`src/ssb_pkg.sv`:
```
`timescale 1ns / 1ps

package ssb_pkg;

   // Default geometry
   localparam int SCREEN_W_DEF   = 128;
   localparam int SCREEN_H_DEF   = 128;
   localparam int BG_RES_DEF     = 128;
   localparam int SPRITE_RES_DEF = 32;

   // Field and store widths
   localparam int STORE_AW  = 14;
   localparam int COLOR_W   = 16;
   localparam int CENTER_W  = 10;
   localparam int CSR_IDX_W = 1;

   // Shared divider: 16-bit dividend, 8-bit divisor, one quotient bit per cycle
   localparam int DIV_NUM_W = 16;
   localparam int DIV_DEN_W = 8;

   localparam logic [DIV_DEN_W-1:0] RATIO_DEN    = 8'd255;
   localparam logic [COLOR_W-1:0]   WHITE        = 16'hffff;
   localparam logic [CENTER_W-1:0]  CENTER_RESET = 10'd64;

   // Item modes
   localparam logic [1:0] MODE_LOAD  = 2'd0;
   localparam logic [1:0] MODE_START = 2'd1;
   localparam logic [1:0] MODE_STEP  = 2'd2;

   // Register indexes
   localparam logic [CSR_IDX_W-1:0] CSR_CENTER_X = 1'd0;
   localparam logic [CSR_IDX_W-1:0] CSR_CENTER_Y = 1'd1;

   typedef struct packed {
      logic [1:0]          mode;
      logic [13:0]         load_address;
      logic [15:0]         load_color;
      logic                is_background;
      logic signed [15:0]  pos_x;
      logic signed [15:0]  pos_y;
      logic [7:0]          width_ratio;
      logic [7:0]          height_ratio;
   } req_type;

   typedef struct packed {
      logic        write_valid;
      logic [13:0] write_address;
      logic [15:0] write_color;
      logic        done_res;
   } rsp_type;

   typedef enum logic [2:0] {
      ST_IDLE,
      ST_DIV_COL,
      ST_DIV_ROW,
      ST_INDEX,
      ST_READ,
      ST_EMIT
   } state_type;

endpackage

```
`src/ssb_divider.sv`:
```
`timescale 1ns / 1ps

// Restoring divider, one quotient bit per cycle.
module ssb_divider
   import ssb_pkg::*;
(
   input  logic                 clock,
   input  logic                 reset,
   input  logic                 start,
   input  logic [DIV_NUM_W-1:0] num,
   input  logic [DIV_DEN_W-1:0] den,
   output logic                 done,
   output logic [DIV_NUM_W-1:0] quo
);

   localparam int CNT_W = $clog2(DIV_NUM_W);
   localparam logic [CNT_W-1:0] CNT_LAST = CNT_W'(DIV_NUM_W - 1);

   logic                 busy_ff, busy_in;
   logic                 done_ff, done_in;
   logic [CNT_W-1:0]     cnt_ff, cnt_in;
   logic [DIV_DEN_W-1:0] rem_ff, rem_in;
   logic [DIV_DEN_W-1:0] den_ff, den_in;
   logic [DIV_NUM_W-1:0] quo_ff, quo_in;
   logic [DIV_DEN_W:0]   part;
   logic [DIV_DEN_W:0]   diff;
   logic                 fits;

   always_comb begin
      part    = {rem_ff, quo_ff[DIV_NUM_W-1]};
      diff    = part - {1'b0, den_ff};
      fits    = part >= {1'b0, den_ff};
      busy_in = busy_ff;
      done_in = 1'b0;
      cnt_in  = cnt_ff;
      rem_in  = rem_ff;
      den_in  = den_ff;
      quo_in  = quo_ff;
      if (start) begin
         busy_in = 1'b1;
         cnt_in  = '0;
         rem_in  = '0;
         den_in  = den;
         quo_in  = num;
      end else if (busy_ff) begin
         rem_in = fits ? diff[DIV_DEN_W-1:0] : part[DIV_DEN_W-1:0];
         quo_in = {quo_ff[DIV_NUM_W-2:0], fits};
         cnt_in = cnt_ff + 1'b1;
         if (cnt_ff == CNT_LAST) begin
            busy_in = 1'b0;
            done_in = 1'b1;
         end
      end
   end

   always_ff @(posedge clock) begin
      if (reset) begin
         busy_ff <= 1'b0;
         done_ff <= 1'b0;
         cnt_ff  <= '0;
      end else begin
         busy_ff <= busy_in;
         done_ff <= done_in;
         cnt_ff  <= cnt_in;
      end
      rem_ff <= rem_in;
      den_ff <= den_in;
      quo_ff <= quo_in;
   end

   assign done = done_ff;
   assign quo  = quo_ff;

endmodule

```
`config.mk`:
```
export PLATFORM = sky130hd
export DESIGN_NAME = ssb_divider
export DESIGN_NICKNAME = d
export VERILOG_FILES = /design/src/ssb_pkg.sv /design/src/ssb_divider.sv
export SDC_FILE = /design/constraint.sdc
export NUM_CORES = 1
export LEC_CHECK = 0
export BUFFER_PORTS_ARGS = -buffer_cell sky130_fd_sc_hd__buf_2
export CAP_MARGIN = 20
export CORE_MARGIN = 4
export CORE_UTILIZATION = 50
export CTS_BUF_LIST = sky130_fd_sc_hd__clkbuf_4
export CTS_CLUSTER_DIAMETER = 200
export DETAILED_ROUTE_END_ITERATION = 10
export PLACE_DENSITY = 0.78
export REMOVE_ABC_BUFFERS = 1
export SYNTH_ARGS = -nofsm -noshare
export SYNTH_HDL_FRONTEND = slang
export SYNTH_SLANG_ARGS = --single-unit
export TNS_END_PERCENT = 5
```
`constraint.sdc`:
```
create_clock -name clock -period 2.1 [get_ports clock]
set_input_delay 0.105 -clock clock [delete_from_list [all_inputs] [get_ports clock]]
set_output_delay 0.105 -clock clock [all_outputs]
set_load 0.1 [all_outputs]
```
==> impl_metrics.csv <==
group,metric,value,unit
power,p_int,1.23,mW
routing,viasPerCell,5.38,
floorplan,die-height,70.5,um
critical_path,rr_worst_depth,7,
clock_tree,insertion_delay,0.34,ns
floorplan,rows,22,
yosys,synth_common_cells,"edfxtp_1, nor2_1, mux2_2",
yosys,netlist_top_cells_area,"edfxtp_1, dfxtp_1, mux2_2",
cells_and_area,drive_gt1_share,37.7,%
timing,fin_worst_skew,0.0116,ns
placement,dp_cells,268,
clock_tree,cts_buffers,5,
power,power_frac_clock,18.5,%
cells_and_area,fillCellCount,288,
power,ir_worst_vdd,0.000691,V
routing,routed_wl,4.05,mm
routing,first_pass_iters,4,
power,combPwrFrac,35.5,%
timing,max_freq,497,MHz
yosys,ys_warn_count,0,
yosys,yosysTopAreaCell,"edfxtp_1",
placement,place_ws,-0.0397,ns
critical_path,endpoint,"rem_ff[3]$_SDFFE_PP0P_",
global_routing,grt_max_degree,19,
clock_tree,clk_pin_slew_worst_paths,0.11,ns
yosys,avgSynthCellArea,11.1,um^2
clock_tree,cts-root-buf,"clkbuf_4",
timing,hold_viol,0,
power,swShare,37.5,%
routing,ant_nets,0,
critical_path,r2r-end,"rem_ff[3]$_SDFFE_PP0P_",
critical_path,critPathArrivalTime,2.25,ns
yosys,yosysMostFrequentCell,"edfxtp_1",
floorplan,core_area,3720,um^2
hold_path,min_path_type,"input pin to flop",
timing,timing.slew.headroom,67.2,%
power,p_total,1.98,mW
timing,min_period,2.01,ns
timing,fin_ws,0.0861,ns
routing,wl_per_cell,14.1,um
global_routing,gr-usage-all-layers,16.8,%
cells_and_area,layout.cells.non_filler,287,
placement,place.port_buffers,43,
yosys,synth_top_area_share,36.9,%
floorplan,start_util,52.6,%
timing,timing.hold.ws,0.0679,ns
clock_tree,h-tree-depth,2,
cells_and_area,final_nets,275,
timing,finalSetupViolations,0,
yosys,async_reset_ff_share,0,%
global_routing,grt_overflow_total,0,
placement,dpl.hpwl,2.89,mm
floorplan,ios,44,
global_routing,first_global_vias,1461,
timing,worst_pin_slew,0.495,ns
yosys,synth-main-ff-cell,"edfxtp_1",
yosys,synth-edff-count,24,
power,pwr-share-seq,46.0,%
routing,drc,0,
outcome,status,"finished clean",
timing,slew_violations,0,
cells_and_area,syn_to_final_growth,27.7,%
routing,routed-via-count,1545,
critical_path,r2r_start,"den_ff[4]$_DFFE_PP_",
global_routing,antenna_found_initial,0,
critical_path,worstPathCellList,"inv_1 -> ha_2 -> nand2_2 -> nor2_1 -> a311o_1 -> nor2_1 -> a311o_1",
critical_path,reg2reg_slack,0.09,ns
clock_tree,cts_tree,"yes",
cells_and_area,diodes,0,
yosys,syn-cell-area,1950,um^2
clock_tree,clk_path_buf_depth,2,
global_routing,grt_pass1_wl,6.67,mm
critical_path,critical_path.max_fanout,7,
clock_tree,clock-sinks,38,
power,p_leak,0.994,nW
floorplan,die_width,70.5,um
flow_run,maxCapViolations,0,
floorplan,dieArea,4970,um^2
yosys,syn_inst,176,
timing,rsz0062_at_grt,"yes",
critical_path,required,2.34,ns
critical_path,crit_family,"compound AO/OA/AOI/OAI gates",
yosys,seq_area_frac_synth,51.2,%
critical_path,crit_start,"den_ff[4]$_DFFE_PP_",
critical_path,cp_slowest_stage_delay,0.40,ns
power,p_per_area,791,nW/um^2
critical_path,crit_slowest_cell,"ha_2",
timing,period_share,95.9,%
yosys,ys_ff_latch,38,
critical_path,path_buf_inv,1,
critical_path,critPathKind,"flop to flop",
critical_path,endpoint_kind,"flop",
routing,drtIter0Drc,73,
critical_path,cp_num_cells,7,
critical_path,crit_path_start_kind,"flop",
power,power_switching,741,uW
yosys,synth.distinct_cells,41,
placement,finalWeightedCongestion,0.867,
## registers in the layout (all words and copies together), names as in the netlist
signal	cells
den_ff	8
quo	16
rem_ff	8
cnt_ff	4
done	1
busy_ff	1
## kinds of logic (layout without fill, tap and decap cells)
logic type / count (synthesis) / count (layout) / share of synthesized area (%)
flip-flops: 38 / 38 / 51.2
multiplexers: 16 / 16 / 9.15
XOR/XNOR: 7 / 7 / 3.14
buffers and inverters: 20 / 83 / 3.84
adder cells (fa/ha/maj): 10 / 10 / 6.79
AND/OR/NAND/NOR: 51 / 51 / 12.7
AO/OA/AOI/OAI: 34 / 34 / 13.1
## worst reg2reg max path: cells and delay by family, from the launching register on
family / cells / cell delay [ns]
flops: 1 / 0.36
buf+inv: 1 / 0.05
compound gates: 2 / 0.66
fa+ha+maj: 1 / 0.40
simple gates: 3 / 0.45
## worst min path at each step
stage,cells after the start,start,endpoint,slack [ns]
2_1_floorplan,1,start,rem_ff[2]$_SDFFE_PP0P_,0.18
3_3_place_gp,2,reset,busy_ff$_SDFF_PP0_,0.28
3_5_place_dp,2,reset,busy_ff$_SDFF_PP0_,0.28
4_1_cts,2,num[15],quo[15]$_DFFE_PP_,0.06
5_1_grt,2,num[5],quo[5]$_DFFE_PP_,0.04
6_report,2,num[15],quo[15]$_DFFE_PP_,0.07
## cells in the final DEF (no fill, tap or decap), types with 4 or more instances in the layout
cell type	n
buf_2	43
edfxtp_1	24
nor2_1	18
mux2_2	15
inv_1	14
dfxtp_1	14
dlygate4sd3_1	9
buf_4	9
nand2_1	8
nand3_1	6
ha_1	6
clkbuf_4	6
a311oi_1	5
a21oi_1	4
nand2b_1	4
o21ai_0	4
xnor2_1	4
## per-stage QoR
| stage | setup TNS (ns) | instance area [um^2] | util, % |
|---|---|---|---|
| floorplan | -3.58 | 1930 | - |
| global placement | 0 | 2260 | 60.8 |
| detailed placement | -0.0397 | 2260 | 60.8 |
| CTS | 0 | 2410 | 64.8 |
| global route | -0.0410 | 2500 | 67.2 |
| finish | 0 | 2500 | 67.2 |
## per-layer routing
metal	GRT usage, %	wire [um]	vias up	share of wire (%)
met4	4.47	53	0	1.3
met2	27.1	2010	38	49
met3	5.90	225	7	5.6
met1	21.4	1770	725	44
li1	-	-	775	-
met5	0	0	-	0
## area by class of cell
| cell class | instances | area [um^2] | share of cell area (%) |
|---|---|---|---|
| Inverter | 14 | 52.6 | 2.11 |
| Multi-Input combinational cell | 118 | 956 | 38.3 |
| Sequential cell | 38 | 1000 | 40.1 |
| Timing Repair Buffer | 61 | 373 | 14.9 |
| Clock inverter | 2 | 8.76 | 0.351 |
| Tap cell | 48 | 60.1 | 2.41 |
| Clock buffer | 6 | 45.0 | 1.80 |
## power groups by stage
stage / registers [mW] / logic, mW / clock network [mW]
after floorplan: 1.16 / 0.244 / 0
final: 0.909 / 0.701 / 0.366
after detailed placement: 0.923 / 0.632 / 0
after global routing: 0.918 / 0.748 / 0.411
after global placement: 0.922 / 0.627 / 0
after CTS: 0.907 / 0.652 / 0.375
## what timing repair did
action,in CTS,in global routing
endpoints found under the hold margin,9,0
pin swaps,0,6
gates resized for setup,2,15
buffers inserted,0,2
hold buffers,9,0
endpoints found under the setup margin,1,6
(Power assumes the default switching activity.)
